<file path="src/rtl/iba_pkg.sv">
`default_nettype none

package iba_pkg;

  // default sizes
  localparam int DEF_NUM_BLOCKS      = 128;
  localparam int DEF_TABLE_SLOTS     = 32;
  localparam int DEF_BLOCKS_PER_FILE = 32;

  localparam int BLOCK_W   = 8;
  localparam int MAXDATA_W = 6;
  localparam int STATUS_W  = 3;
  localparam int SLOT_W    = 5;

  localparam logic [MAXDATA_W-1:0] MAX_DATA_RESET = 6'd20;

  // result codes
  localparam logic [STATUS_W-1:0] STAT_OK            = 3'd0;
  localparam logic [STATUS_W-1:0] STAT_BAD_COUNT     = 3'd1;
  localparam logic [STATUS_W-1:0] STAT_FULL          = 3'd2;
  localparam logic [STATUS_W-1:0] STAT_INDEX_INVALID = 3'd3;
  localparam logic [STATUS_W-1:0] STAT_INDEX_TAKEN   = 3'd4;
  localparam logic [STATUS_W-1:0] STAT_DATA_INVALID  = 3'd5;
  localparam logic [STATUS_W-1:0] STAT_DATA_TAKEN    = 3'd6;

  // packed so that status sits in the low bits
  typedef struct packed {
    logic [SLOT_W-1:0]   file_slot;
    logic [BLOCK_W-1:0]  bad_block;
    logic [STATUS_W-1:0] status;
  } res_t;

  localparam int RES_W = $bits(res_t);

  typedef enum logic [2:0] {
    S_CLEAR,
    S_IDLE,
    S_CHECK,
    S_COMMIT_IDX,
    S_COMMIT_DATA,
    S_FIN
  } iba_state_t;

endpackage

`default_nettype wire

</file>
<file path="src/rtl/indexed_block_allocator.sv">
// Indexed block allocator with a free-block bitmap.
// Input stream: one request is a run of block numbers. in_tuser marks the
// index block that opens the request, in_tlast marks the final data block.
// Each item is accepted in S_IDLE, which issues the bitmap read, and checked
// in S_CHECK against the registered read data; no new item is taken until
// that check is done. A data item outside an open request is dropped.
// At the end of a request one result goes out: a failing request goes from
// the check straight to S_FIN, a successful one first passes S_COMMIT_IDX and
// S_COMMIT_DATA, as the commit walks the pending buffer one block per cycle
// through the bitmap write port. The result waits in res_r, then in an output
// register that drives out_tvalid; the core finishes its next request only
// once that register frees up, so a stalled receiver backs up to in_tready.
// cfg channel writes max_data_blocks (reset 20), always ready; write it only
// while the block is idle. After reset the bitmap is cleared block by block in
// S_CLEAR with in_tready low.
`default_nettype none

module indexed_block_allocator #(
  parameter int NUM_BLOCKS      = iba_pkg::DEF_NUM_BLOCKS,
  parameter int TABLE_SLOTS     = iba_pkg::DEF_TABLE_SLOTS,
  parameter int BLOCKS_PER_FILE = iba_pkg::DEF_BLOCKS_PER_FILE
) (
  input  wire logic                            clk,
  input  wire logic                            rst_n,
  // block_number [7:0]
  input  wire logic [iba_pkg::BLOCK_W-1:0]     in_tdata,
  // first_item [0]
  input  wire logic                            in_tuser,
  input  wire logic                            in_tlast,
  input  wire logic                            in_tvalid,
  output logic                                 in_tready,
  // status [2:0], bad_block [10:3], file_slot [15:11]
  output logic [iba_pkg::RES_W-1:0]            out_tdata,
  output logic                                 out_tvalid,
  input  wire logic                            out_tready,
  input  wire logic [iba_pkg::MAXDATA_W-1:0]   cfg_data,
  input  wire logic                            cfg_valid,
  output logic                                 cfg_ready
);

  import iba_pkg::*;

  logic [MAXDATA_W-1:0] max_data_r, max_data_nxt;
  logic                 res_valid, res_ready;
  res_t                 res;
  res_t                 out_res;

  assign cfg_ready    = 1'b1;
  assign max_data_nxt = (cfg_valid && cfg_ready) ? cfg_data : max_data_r;

  always_ff @(posedge clk) begin
    if (!rst_n) begin
      max_data_r <= MAX_DATA_RESET;
    end else begin
      max_data_r <= max_data_nxt;
    end
  end

  iba_core #(
    .NUM_BLOCKS      (NUM_BLOCKS),
    .TABLE_SLOTS     (TABLE_SLOTS),
    .BLOCKS_PER_FILE (BLOCKS_PER_FILE)
  ) u_core (
    .clk       (clk),
    .rst_n     (rst_n),
    .max_data  (max_data_r),
    .in_valid  (in_tvalid),
    .in_ready  (in_tready),
    .in_block  (in_tdata),
    .in_first  (in_tuser),
    .in_last   (in_tlast),
    .res_valid (res_valid),
    .res_ready (res_ready),
    .res       (res)
  );

  iba_out_stage u_out (
    .clk        (clk),
    .rst_n      (rst_n),
    .res_valid  (res_valid),
    .res_ready  (res_ready),
    .res        (res),
    .out_tvalid (out_tvalid),
    .out_tready (out_tready),
    .out_tdata  (out_tdata)
  );

  assign out_res = out_tdata;

  // no block number reported for count or table errors
  a_no_bad_block : assert property (@(posedge clk) disable iff (!rst_n)
    out_tvalid && (out_res.status == STAT_OK || out_res.status == STAT_BAD_COUNT ||
                   out_res.status == STAT_FULL) |-> out_res.bad_block == '0)
    else $error("bad_block set on a result without a block error");

  // a slot is handed out only on success
  a_slot_on_ok : assert property (@(posedge clk) disable iff (!rst_n)
    out_tvalid && out_res.status != STAT_OK |-> out_res.file_slot == '0)
    else $error("file_slot set on a failed request");

  // core result holds until the output register takes it
  a_res_hold : assert property (@(posedge clk) disable iff (!rst_n)
    res_valid && !res_ready |=> res_valid && $stable(res))
    else $error("core result changed while waiting");

endmodule

`default_nettype wire

</file>
<file path="src/rtl/iba_ram.sv">
`default_nettype none

module iba_ram #(
  parameter int WIDTH = 1,
  parameter int DEPTH = 2,
  localparam int AW = (DEPTH > 1) ? $clog2(DEPTH) : 1
) (
  input  wire logic             clk,
  input  wire logic             we,
  input  wire logic [AW-1:0]    waddr,
  input  wire logic [WIDTH-1:0] wdata,
  input  wire logic             re,
  input  wire logic [AW-1:0]    raddr,
  output logic      [WIDTH-1:0] rdata
);

  logic [WIDTH-1:0] mem_r [DEPTH];
  logic [WIDTH-1:0] rdata_r;

  always_ff @(posedge clk) begin
    if (we) begin
      mem_r[waddr] <= wdata;
    end
    if (re) begin
      rdata_r <= mem_r[raddr];
    end
  end

  assign rdata = rdata_r;

endmodule

`default_nettype wire

</file>
<file path="src/rtl/iba_core.sv">
`default_nettype none

module iba_core #(
  parameter int NUM_BLOCKS      = 128,
  parameter int TABLE_SLOTS     = 32,
  parameter int BLOCKS_PER_FILE = 32
) (
  input  wire logic         clk,
  input  wire logic         rst_n,
  input  wire logic [5:0]   max_data,
  input  wire logic         in_valid,
  output logic              in_ready,
  input  wire logic [7:0]   in_block,
  input  wire logic         in_first,
  input  wire logic         in_last,
  output logic              res_valid,
  input  wire logic         res_ready,
  output iba_pkg::res_t     res
);

  import iba_pkg::*;

  localparam int BW  = $clog2(NUM_BLOCKS);
  localparam int PW  = (BLOCKS_PER_FILE > 1) ? $clog2(BLOCKS_PER_FILE) : 1;
  localparam int CW  = $clog2(BLOCKS_PER_FILE + 2);
  localparam int SW  = (TABLE_SLOTS > 1) ? $clog2(TABLE_SLOTS) : 1;
  localparam int TW  = $clog2(TABLE_SLOTS + 1);
  localparam int TD  = TABLE_SLOTS * BLOCKS_PER_FILE;
  localparam int TAW = (TD > 1) ? $clog2(TD) : 1;

  iba_state_t state_r, state_nxt;
  logic [BW-1:0]       clr_r, clr_nxt;
  logic [BLOCK_W-1:0]  blk_r, blk_nxt;
  logic                first_r, first_nxt;
  logic                last_r, last_nxt;
  logic                open_r, open_nxt;
  logic [CW-1:0]       count_r, count_nxt;
  logic [BW-1:0]       index_r, index_nxt;
  logic [STATUS_W-1:0] err_r, err_nxt;
  logic [BLOCK_W-1:0]  err_blk_r, err_blk_nxt;
  logic [TW-1:0]       total_r, total_nxt;
  logic [TAW-1:0]      base_r, base_nxt;
  logic [PW-1:0]       step_r, step_nxt;
  res_t                res_r, res_nxt;

  logic          used_we, used_re, used_wdata, used_rdata;
  logic [BW-1:0] used_waddr, used_raddr;
  logic          pend_we, pend_re;
  logic [PW-1:0] pend_waddr, pend_raddr;
  logic [BW-1:0] pend_wdata, pend_rdata;
  logic          dir_we, tbl_we;

  iba_ram #(.WIDTH(1), .DEPTH(NUM_BLOCKS)) u_used_map (
    .clk   (clk),
    .we    (used_we),
    .waddr (used_waddr),
    .wdata (used_wdata),
    .re    (used_re),
    .raddr (used_raddr),
    .rdata (used_rdata)
  );

  iba_ram #(.WIDTH(BW), .DEPTH(BLOCKS_PER_FILE)) u_pending (
    .clk   (clk),
    .we    (pend_we),
    .waddr (pend_waddr),
    .wdata (pend_wdata),
    .re    (pend_re),
    .raddr (pend_raddr),
    .rdata (pend_rdata)
  );

  // file table: index block and count per slot
  iba_ram #(.WIDTH(BW + CW), .DEPTH(TABLE_SLOTS)) u_dir (
    .clk   (clk),
    .we    (dir_we),
    .waddr (SW'(total_r)),
    .wdata ({index_r, count_r}),
    .re    (1'b0),
    .raddr ('0),
    .rdata ()
  );

  // file table: data blocks, one row of BLOCKS_PER_FILE per slot
  iba_ram #(.WIDTH(BW), .DEPTH(TD)) u_table (
    .clk   (clk),
    .we    (tbl_we),
    .waddr (base_r + TAW'(step_r)),
    .wdata (pend_rdata),
    .re    (1'b0),
    .raddr ('0),
    .rdata ()
  );

  always_ff @(posedge clk) begin
    if (!rst_n) begin
      state_r   <= S_CLEAR;
      clr_r     <= '0;
      open_r    <= 1'b0;
      count_r   <= '0;
      index_r   <= '0;
      err_r     <= STAT_OK;
      err_blk_r <= '0;
      total_r   <= '0;
      base_r    <= '0;
    end else begin
      state_r   <= state_nxt;
      clr_r     <= clr_nxt;
      open_r    <= open_nxt;
      count_r   <= count_nxt;
      index_r   <= index_nxt;
      err_r     <= err_nxt;
      err_blk_r <= err_blk_nxt;
      total_r   <= total_nxt;
      base_r    <= base_nxt;
    end
  end

  always_ff @(posedge clk) begin
    blk_r   <= blk_nxt;
    first_r <= first_nxt;
    last_r  <= last_nxt;
    step_r  <= step_nxt;
    res_r   <= res_nxt;
  end

  always_comb begin
    logic       blk_ok;
    logic       fin;
    logic [6:0] limit;
    state_nxt   = state_r;
    clr_nxt     = clr_r;
    blk_nxt     = blk_r;
    first_nxt   = first_r;
    last_nxt    = last_r;
    open_nxt    = open_r;
    count_nxt   = count_r;
    index_nxt   = index_r;
    err_nxt     = err_r;
    err_blk_nxt = err_blk_r;
    total_nxt   = total_r;
    base_nxt    = base_r;
    step_nxt    = step_r;
    res_nxt     = res_r;
    used_we     = 1'b0;
    used_waddr  = index_r;
    used_wdata  = 1'b1;
    used_re     = 1'b0;
    used_raddr  = BW'(in_block);
    pend_we     = 1'b0;
    pend_waddr  = PW'(count_r);
    pend_wdata  = '0;
    pend_re     = 1'b0;
    pend_raddr  = '0;
    dir_we      = 1'b0;
    tbl_we      = 1'b0;
    in_ready    = 1'b0;
    res_valid   = 1'b0;
    fin         = 1'b0;
    blk_ok      = ({1'b0, blk_r} < 9'(NUM_BLOCKS));
    limit       = ({1'b0, max_data} > 7'(BLOCKS_PER_FILE)) ? 7'(BLOCKS_PER_FILE)
                                                          : {1'b0, max_data};
    case (state_r)
      S_CLEAR: begin
        used_we    = 1'b1;
        used_waddr = clr_r;
        used_wdata = 1'b0;
        if (clr_r == BW'(NUM_BLOCKS - 1)) begin
          state_nxt = S_IDLE;
        end else begin
          clr_nxt = clr_r + 1'b1;
        end
      end
      S_IDLE: begin
        in_ready = 1'b1;
        if (in_valid) begin
          blk_nxt   = in_block;
          first_nxt = in_first;
          last_nxt  = in_last;
          used_re   = 1'b1;
          state_nxt = S_CHECK;
        end
      end
      S_CHECK: begin
        state_nxt = S_IDLE;
        if (first_r) begin
          open_nxt    = 1'b1;
          count_nxt   = '0;
          err_nxt     = STAT_OK;
          err_blk_nxt = '0;
          index_nxt   = '0;
          if (!blk_ok) begin
            err_nxt     = STAT_INDEX_INVALID;
            err_blk_nxt = blk_r;
          end else if (used_rdata) begin
            err_nxt     = STAT_INDEX_TAKEN;
            err_blk_nxt = blk_r;
          end else begin
            index_nxt = BW'(blk_r);
          end
          fin = last_r;
        end else if (open_r) begin
          if (count_r < CW'(BLOCKS_PER_FILE)) begin
            pend_we    = 1'b1;
            pend_wdata = blk_ok ? BW'(blk_r) : '0;
            if (err_r == STAT_OK) begin
              if (!blk_ok) begin
                err_nxt     = STAT_DATA_INVALID;
                err_blk_nxt = blk_r;
              end else if (used_rdata) begin
                err_nxt     = STAT_DATA_TAKEN;
                err_blk_nxt = blk_r;
              end
            end
          end
          // saturate just past the largest limit
          if (count_r != CW'(BLOCKS_PER_FILE + 1)) begin
            count_nxt = count_r + 1'b1;
          end
          fin = last_r;
        end
        if (fin) begin
          open_nxt  = 1'b0;
          state_nxt = S_FIN;
          res_nxt   = '0;
          if ((count_nxt == '0) || (7'(count_nxt) > limit)) begin
            res_nxt.status = STAT_BAD_COUNT;
          end else if (total_r >= TW'(TABLE_SLOTS)) begin
            res_nxt.status = STAT_FULL;
          end else if (err_nxt != STAT_OK) begin
            res_nxt.status    = err_nxt;
            res_nxt.bad_block = err_blk_nxt;
          end else begin
            state_nxt = S_COMMIT_IDX;
          end
        end
      end
      S_COMMIT_IDX: begin
        used_we    = 1'b1;
        used_waddr = index_r;
        dir_we     = 1'b1;
        pend_re    = 1'b1;
        pend_raddr = '0;
        step_nxt   = '0;
        state_nxt  = S_COMMIT_DATA;
      end
      S_COMMIT_DATA: begin
        // one buffered block per cycle into the map and the table row
        used_we    = 1'b1;
        used_waddr = pend_rdata;
        tbl_we     = 1'b1;
        if (CW'(step_r) + CW'(1) == count_r) begin
          res_nxt.status    = STAT_OK;
          res_nxt.bad_block = '0;
          res_nxt.file_slot = SLOT_W'(total_r);
          total_nxt         = total_r + 1'b1;
          base_nxt          = base_r + TAW'(BLOCKS_PER_FILE);
          state_nxt         = S_FIN;
        end else begin
          pend_re    = 1'b1;
          pend_raddr = PW'(step_r + 1'b1);
          step_nxt   = PW'(step_r + 1'b1);
        end
      end
      S_FIN: begin
        res_valid = 1'b1;
        if (res_ready) begin
          state_nxt = S_IDLE;
        end
      end
      default: begin
        state_nxt = S_IDLE;
      end
    endcase
  end

  assign res = res_r;

endmodule

`default_nettype wire

</file>
<file path="src/rtl/iba_out_stage.sv">
`default_nettype none

module iba_out_stage (
  input  wire logic                         clk,
  input  wire logic                         rst_n,
  input  wire logic                         res_valid,
  output logic                              res_ready,
  input  wire iba_pkg::res_t                res,
  output logic                              out_tvalid,
  input  wire logic                         out_tready,
  output logic [iba_pkg::RES_W-1:0]         out_tdata
);

  import iba_pkg::*;

  logic out_valid_r, out_valid_nxt;
  res_t out_data_r, out_data_nxt;

  assign res_ready = !out_valid_r || out_tready;

  always_comb begin
    out_valid_nxt = out_valid_r;
    out_data_nxt  = out_data_r;
    if (res_ready) begin
      out_valid_nxt = res_valid;
      if (res_valid) begin
        out_data_nxt = res;
      end
    end
  end

  always_ff @(posedge clk) begin
    if (!rst_n) begin
      out_valid_r <= 1'b0;
    end else begin
      out_valid_r <= out_valid_nxt;
    end
  end

  always_ff @(posedge clk) begin
    out_data_r <= out_data_nxt;
  end

  assign out_tvalid = out_valid_r;
  assign out_tdata  = out_data_r;

endmodule

`default_nettype wire
</file>
<file path="config.mk">
export PLATFORM = sky130hd
export DESIGN_NAME = indexed_block_allocator
export DESIGN_NICKNAME = d
export VERILOG_FILES = /design/src/rtl/iba_pkg.sv /design/src/rtl/indexed_block_allocator.sv /design/src/rtl/iba_ram.sv /design/src/rtl/iba_core.sv /design/src/rtl/iba_out_stage.sv
export SDC_FILE = /design/constraint.sdc
export NUM_CORES = 1
export LEC_CHECK = 0
export ABC_AREA = 1
export BUFFER_PORTS_ARGS = -buffer_cell sky130_fd_sc_hd__buf_4
export CAP_MARGIN = 0
export CORE_MARGIN = 10
export CORE_UTILIZATION = 25
export DETAILED_ROUTE_END_ITERATION = 8
export HOLD_SLACK_MARGIN = 0.12
export PLACE_DENSITY = 0.48
export SLEW_MARGIN = 30
export SYNTH_ARGS = -nofsm -noshare
export SYNTH_HDL_FRONTEND = slang
export SYNTH_SLANG_ARGS = --single-unit
</file>
<file path="constraint.sdc">
create_clock -name clk -period 3.21 [get_ports clk]
set_clock_uncertainty 0.05 [all_clocks]
set_input_delay 0.4815 -clock clk [delete_from_list [all_inputs] [get_ports clk]]
set_output_delay 0.4815 -clock clk [all_outputs]
set_load 0.01 [all_outputs]
</file>
==> results.ini, run 1 <==
[run_status]
status=finished, final reports clean

[critical_path]
critPathRequiredTime_ps=3630
cp_max_fo=9
critPathMaxStageDelay_ps=410
path_common_cell=nand2_1
startpoint_type=register
critPathLaunch=u_core.count_r[1]
reg2reg_to=u_core.res[8]
path_cells=inv_1 > ha_1 > nand4_1 > nand2_1 > or2_2 > nand3_1 > inv_1 > ha_1 > nand2_1 > o21ai_0 > a21oi_1 > nand2_1 > o21ai_2 > nand2_1 > nor2_2 > nand3_4 > nor2_1
path_delay_family=simple AND/OR/NAND/NOR gates
cp_num_buf_inv=2
cp.depth=17
crit_arrival_ps=3370
crit_path_end=u_core.res[8]
r2r_cells=17
cpMaxStageDelayCell=dfxtp_1
reg2reg_from=u_core.count_r[1]
reg2reg_slack_ps=260
end_kind=register
critical_path_class=reg2reg

[synth]
synth_seq_area_share_pct=64.59
synthArstFlopShare_pct=0
synthSimpleGateAreaFrac_pct=20.32
syn_nets=2014
synth_most_common_cell=edfxtp_1
synth_xor_area_share_pct=0.1287
syn_area_mm2=0.02041
synth_ff_type=edfxtp_1
yosysTopAreaCell=edfxtp_1
yosys_warnings=0
ys_top_cells_by_area=edfxtp_1, nand3_1, nor2_1, dfxtp_1, inv_1
yosysTopAreaCellShare_pct=59.88
synth_top_family_by_area=simple AND/OR/NAND/NOR gates
ys_types=45
syn_inst=1979
synth_fa_ha_area_share_pct=0.8582
ys_ff_latch=455
yosys-mux-area-fraction_pct=0
synth_compound_area_share_pct=7.356
synth_edf_count=407
synth_common_cells=edfxtp_1, nor2_1, nand3_1, inv_1, nand2_1
synth.avg_cell_area_um2=10.31

[global_routing]
overflow=0
antenna_found_initial=0
grt_pass1_vias=14210
grt_pass1_wl_um=84640
grt.total_usage_pct=11.44
grt_max_degree=130

[power_and_ir_drop]
p_leak_nw=8.564
power.density_mw_per_mm2=702.2
ir_worst_vdd_mv=0.4600

[die]
initial_core_util_pct=25.30
die_area_mm2=0.09347
row_count=104
core_mm2=0.08068
io_pins=40
die_x_um=305.7
die_h_um=305.7

[routing]
routed_via_density=4.612
vias=14500
drt-initial-drc-count=1273
dr.pass1.iters=6
postRouteAntennaNets=0
drc_errors=0
wire_per_inst_um=17.55
wirelength_um=55200

[clock_network]
cts_setup_buffers=0
clock_latency_ps=630
htreeDepth=2
cts_buffer_depth=3
clock_tree.root_cell=clkbuf_16
cts_buffers=51
cts_sinks=455
clkSlewWorstSetupHoldPaths_ps=70
cts_tree=yes

[final_layout]
multi_input_area_mm2=0.005921
antenna_cells=0
nNetsFinal=2077
drive_above_1_share_pct=10.98
filler_cell_count=8355
synthToLayoutAreaGrowth_pct=16.82
seqCellArea_mm2=0.01318
final_util_pct=29.55

[placement]
dp_slack_ps=154.7
hpwl_um=33980
place.gp.congestion=0.8275
portBuffers=38

[sta]
finalSetupTns_ps=0
setup_viol=0
max_slew_margin_pct=41.04
fmax_mhz=339.3
hold_viol=0
slew_violations=0
setup_ws_ps=262.3
rsz0062_at_grt=no
finalCritPeriodShare_pct=91.83
period_minus_slack_ps=2948
worst_slew_pin_slew_ps=884.4

[flow_run]
maxCapViolations=0

[hold_path]
hold_path_class=in2reg

[power breakdown]
group	switching, mW	leakage, nW	total, mW	internal (mW)
logic	2.85	4.17	3.81	0.960
registers	0.199	3.62	7.32	7.12
clock network	2.46	0.781	5.61	3.15
total	5.51	8.56	16.7	11.2
[cell usage in the layout (no fill, tap or decap), types with 19 or more instances in the layout]
master	n
a21oi_1	40
dfxtp_1	48
o22ai_1	32
nor2_1	315
edfxtp_1	407
inv_1	231
nand3_1	253
nand3b_1	42
o21ai_0	115
o2111ai_1	28
buf_4	88
nand2_1	216
clkbuf_16	51
or2_2	32
clkbuf_1	19
[cell families (layout without fill, tap and decap cells)]
group,Yosys count,after routing
AND/OR/NAND/NOR,916,916
flip-flops,455,455
AO/OA/AOI/OAI,250,250
adder cells (fa/ha/maj),14,14
other,1,1
buffers and inverters,340,446
XOR/XNOR,3,3
[metal layers]
| metal | vias to the layer above | routed length, µm | part of all wire (%) | global-route usage [%] |
|---|---|---|---|---|
| li1 | 6960 | - | - | - |
| met1 | 7086 | 24820 | 45 | 15.13 |
| met5 | - | 0 | 0 | 0 |
| met4 | 0 | 1298 | 2.4 | 3.375 |
| met2 | 369 | 25960 | 47 | 18.84 |
| met3 | 89 | 3120 | 5.7 | 2.088 |
[what timing repair did]
action	CTS	global route
resized for setup	0	5
hold endpoints to repair	14	0
hold buffers	18	0
endpoints found under the setup margin	0	16
[stage by stage]
step           hold WS [ps]  total power, mW  instances  instance area, µm²
6_report              170.2            16.74       3145               23840
2_1_floorplan         350.3            9.782       1979               20410
3_5_place_dp          354.5            11.23       3031               22050
5_1_grt               137.0            17.63       3145               23840
3_3_place_gp          354.7            11.17       3031               22050
4_1_cts               131.1            16.91       3145               23830
[flip-flops by register name, indices dropped and copies added (netlist names), 5 cells and up]
register / cells
u_core.u_pending.rdata: 7
max_data_r: 6
u_core.count_r: 6
u_out.out_tdata: 16
u_core.res: 16
u_core.err_blk_r: 8
u_core.clr_r: 7
u_core.index_r: 7
u_core.total_r: 6
u_core.step_r: 5
u_core.u_used_map.mem_r: 128
u_core.u_pending.mem_r: 224
u_core.blk_r: 8
[worst min-delay path by stage]
stage | endpoint | start | depth (start not counted)
detailed placement | u_out.out_tdata[11] | u_core.res[11] | 0
global placement | u_out.out_tdata[15] | u_core.res[15] | 0
CTS | u_core.blk_r[3] | in_tdata[3] | 1
floorplan | u_out.out_tdata[0] | u_core.res[0] | 0
global route | u_core.blk_r[3] | in_tdata[3] | 1
finish | u_core.blk_r[3] | in_tdata[3] | 1
[final cells by class]
cell class	instances	area share, %
flip-flops and latches	455	55.29
clock inverters	22	0.8081
multi-input cells	1184	24.83
clock buffers	74	5.882
inverters	240	3.804
repair buffers	110	3.825
well taps	1060	5.562
Power figures use the tool's default switching activity.
==> run 2, diff against run 1 <==
--- a/config.mk
+++ b/config.mk
@@ -13,6 +13,7 @@
 export DETAILED_ROUTE_END_ITERATION = 8
 export HOLD_SLACK_MARGIN = 0.12
 export PLACE_DENSITY = 0.48
+export REMOVE_ABC_BUFFERS = 1
 export SLEW_MARGIN = 30
 export SYNTH_ARGS = -nofsm -noshare
 export SYNTH_HDL_FRONTEND = slang
==> run 2 against run 1 <==
Net effect:
- final cell count about the same
- total power increased by 0.51%
- largest cell class unchanged
- global-route usage is 0.35 points higher
- sequential power barely moved
==> results.ini, run 2 (synthesis gave the netlist of run 1 again) <==
[final_layout]
final_common_cell=edfxtp_1
biggestRegsByFlops=u_core.u_pending.mem_r (224), u_core.u_used_map.mem_r (128)
drive_above_1_share_pct=12.14  ; +1.2 points
largest_register=u_core.u_pending.mem_r
seqCellArea_mm2=0.01318  ; unchanged
mostFrequentLayoutCells=edfxtp_1, nor2_1, nand3_1
nNetsFinal=2078  ; +0.048%
fin_area_mm2=0.02391  ; +0.29%
largest_reg_flops=224  ; unchanged
fin_cells=3144  ; -0.032%
multi_input_area_mm2=0.005966  ; +0.76%
synthToLayoutAreaGrowth_pct=17.16
antenna_cells=0  ; unchanged
filler_cell_count=8384  ; +0.35%
final_util_pct=29.64  ; +0.087 points

[critical_path]
path_delay_family=simple AND/OR/NAND/NOR gates
end_kind=register
cp_num_buf_inv=2  ; unchanged
cp_max_fo=8  ; -1
path_cells=inv_1 > nor3_2 > inv_1 > nor3_1 > nand2_1 > nor2_1
startpoint_type=register
critical_path_class=reg2reg
crit_arrival_ps=3250  ; -120 ps
critPathMaxStageDelay_ps=690  ; +280 ps
critPathRequiredTime_ps=3360  ; -270 ps
reg2reg_slack_ps=110  ; -150 ps
path_common_cell=inv_1
cpMaxStageDelayCell=nor2_1

[sta]
slew_violations=0  ; unchanged
finalSetupTns_ps=0  ; unchanged
setup_viol=0  ; unchanged
max_slew_margin_pct=43.33  ; +2.3 points
setup_ws_ps=109.7  ; -152.6 ps
worst_slew_pin_slew_ps=846.9  ; -37.44 ps
fmax_mhz=322.5  ; -4.9%
rsz0062_at_grt=yes
finalCritPeriodShare_pct=96.58  ; +4.8 points
period_minus_slack_ps=3100  ; +152.6 ps
hold_viol=0  ; unchanged
finalHoldWorstSlack_ps=130.6  ; -39.64 ps

[global_routing]
gr-max-usage-layer=met2
grt.total_usage_pct=11.79  ; +0.35 points
grt_pass1_vias=14780  ; +4.0%
gr-usage-met3_pct=1.825  ; -0.26 points
met1_usage_pct=15.27  ; +0.13 points
grt_pass1_wl_um=87140  ; +3.0%
grt_max_degree=129  ; -0.77%
grt_use_met2_pct=19.87  ; +1.0 points
antenna_found_initial=0  ; unchanged
overflow=0  ; unchanged

[clock_network]
cts_tree=yes
cts_buffer_depth=3  ; unchanged
clock_tree.root_cell=clkbuf_16
clkSlewWorstSetupHoldPaths_ps=60  ; about the same
cts_sinks=455  ; unchanged
cts_buffers=50  ; -2.0%
clock_latency_ps=620  ; about the same
htreeDepth=2  ; unchanged
cts_setup_buffers=0  ; unchanged

[routing]
dr.pass1.iters=5  ; -1
wirelength_um=56550  ; +2.5%
routed_via_density=4.647  ; +0.76%
drt-initial-drc-count=1113  ; -13%
vias=14610  ; +0.73%
postRouteAntennaNets=0  ; unchanged
wire_per_inst_um=17.99  ; +2.5%
drc_errors=0  ; unchanged

[power_and_ir_drop]
ir_worst_vdd_mv=0.4777  ; +3.9%
p_sw_share_pct=32.86  ; -0.070 points
power.density_mw_per_mm2=703.7  ; +0.21%
seqPwrFrac_pct=43.5  ; -0.2 points
p_leak_nw=8.574  ; +0.11%
internal_power_mw=11.30  ; +0.61%
p_total_mw=16.83  ; +0.51%
clockPowerShare_pct=33.6  ; about the same
combPwrFrac_pct=22.9  ; about the same
p_sw_mw=5.529  ; +0.29%

[placement]
dp_cells=3034  ; +0.099%
dp_slack_ps=56.86  ; -97.87 ps
portBuffers=38  ; unchanged
place.gp.congestion=0.8206  ; -0.83%
hpwl_um=35300  ; +3.9%
placed_cell_area_mm2=0.02207  ; about the same

[die]
io_pins=40  ; unchanged
row_count=104  ; unchanged
die_area_mm2=0.09347  ; unchanged
die_h_um=305.7  ; unchanged
die_x_um=305.7  ; unchanged
initial_core_util_pct=25.30  ; unchanged
core_mm2=0.08068  ; unchanged

[flow_run]
maxCapViolations=0  ; unchanged

[run_status]
status=finished, final reports clean

[hold_path]
hold_path_class=in2reg

run 2: cell types whose count changed in the layout (fill, tap and decap cells not counted), moves of 3 or more:
cell / change
buf_4: +3
clkbuf_8: +5
clkinv_2: -3
nor2_2: +18
clkbuf_1: -5
nor2_1: -18
run 2: area by class of cell:
| class | instances | share of cell area (%) |
|---|---|---|
| tap | 1060 | 5.546 |
| multi-input combinational | 1184 | 24.95 |
| clock buffer | 73 | 5.970 |
| clock inverter | 20 | 0.7691 |
| inverter | 240 | 3.778 |
| timing repair buffer | 112 | 3.866 |
| sequential | 455 | 55.12 |
run 2: final timing paths:
check / start / end / cells past startpoint
max: u_core.state_r[1] / u_core.u_pending.mem_r[0][0] / 6
min: out_tready / u_out.out_tvalid / 4
max reg2reg: u_core.state_r[1] / u_core.u_pending.mem_r[0][0] / 6
min reg2reg: u_core.res[11] / u_out.out_tdata[11] / 0
run 2: what timing repair did:
action / CTS / global route
hold buffers: 17 / 0
gates resized for setup: 0 / 24
endpoints found under the hold margin: 12 / 0
endpoints found under the setup margin: 0 / 135
run 2: routing by layer:
layer,part of all wire [%],vias up
met2,48,370
li1,-,6958
met5,0,-
met1,45,7185
met4,2.5,0
met3,4.7,97
run 2: power groups by stage:
stage / clock network (mW) / registers (mW) / logic [mW]
detailed placement: 0 / 7.44 / 3.79
CTS: 5.81 / 7.32 / 3.82
floorplan: 0 / 7.42 / 2.18
finish: 5.66 / 7.32 / 3.85
global route: 6.06 / 7.35 / 4.27
global placement: 0 / 7.44 / 3.73
run 2: worst reg2reg max path, stage by stage (launching register included):
cell and delay, ps:
dfxtp_1 400, inv_1 140, nor3_2 160, inv_1 120, nor3_1 510, nand2_1 620
nor2_1 690
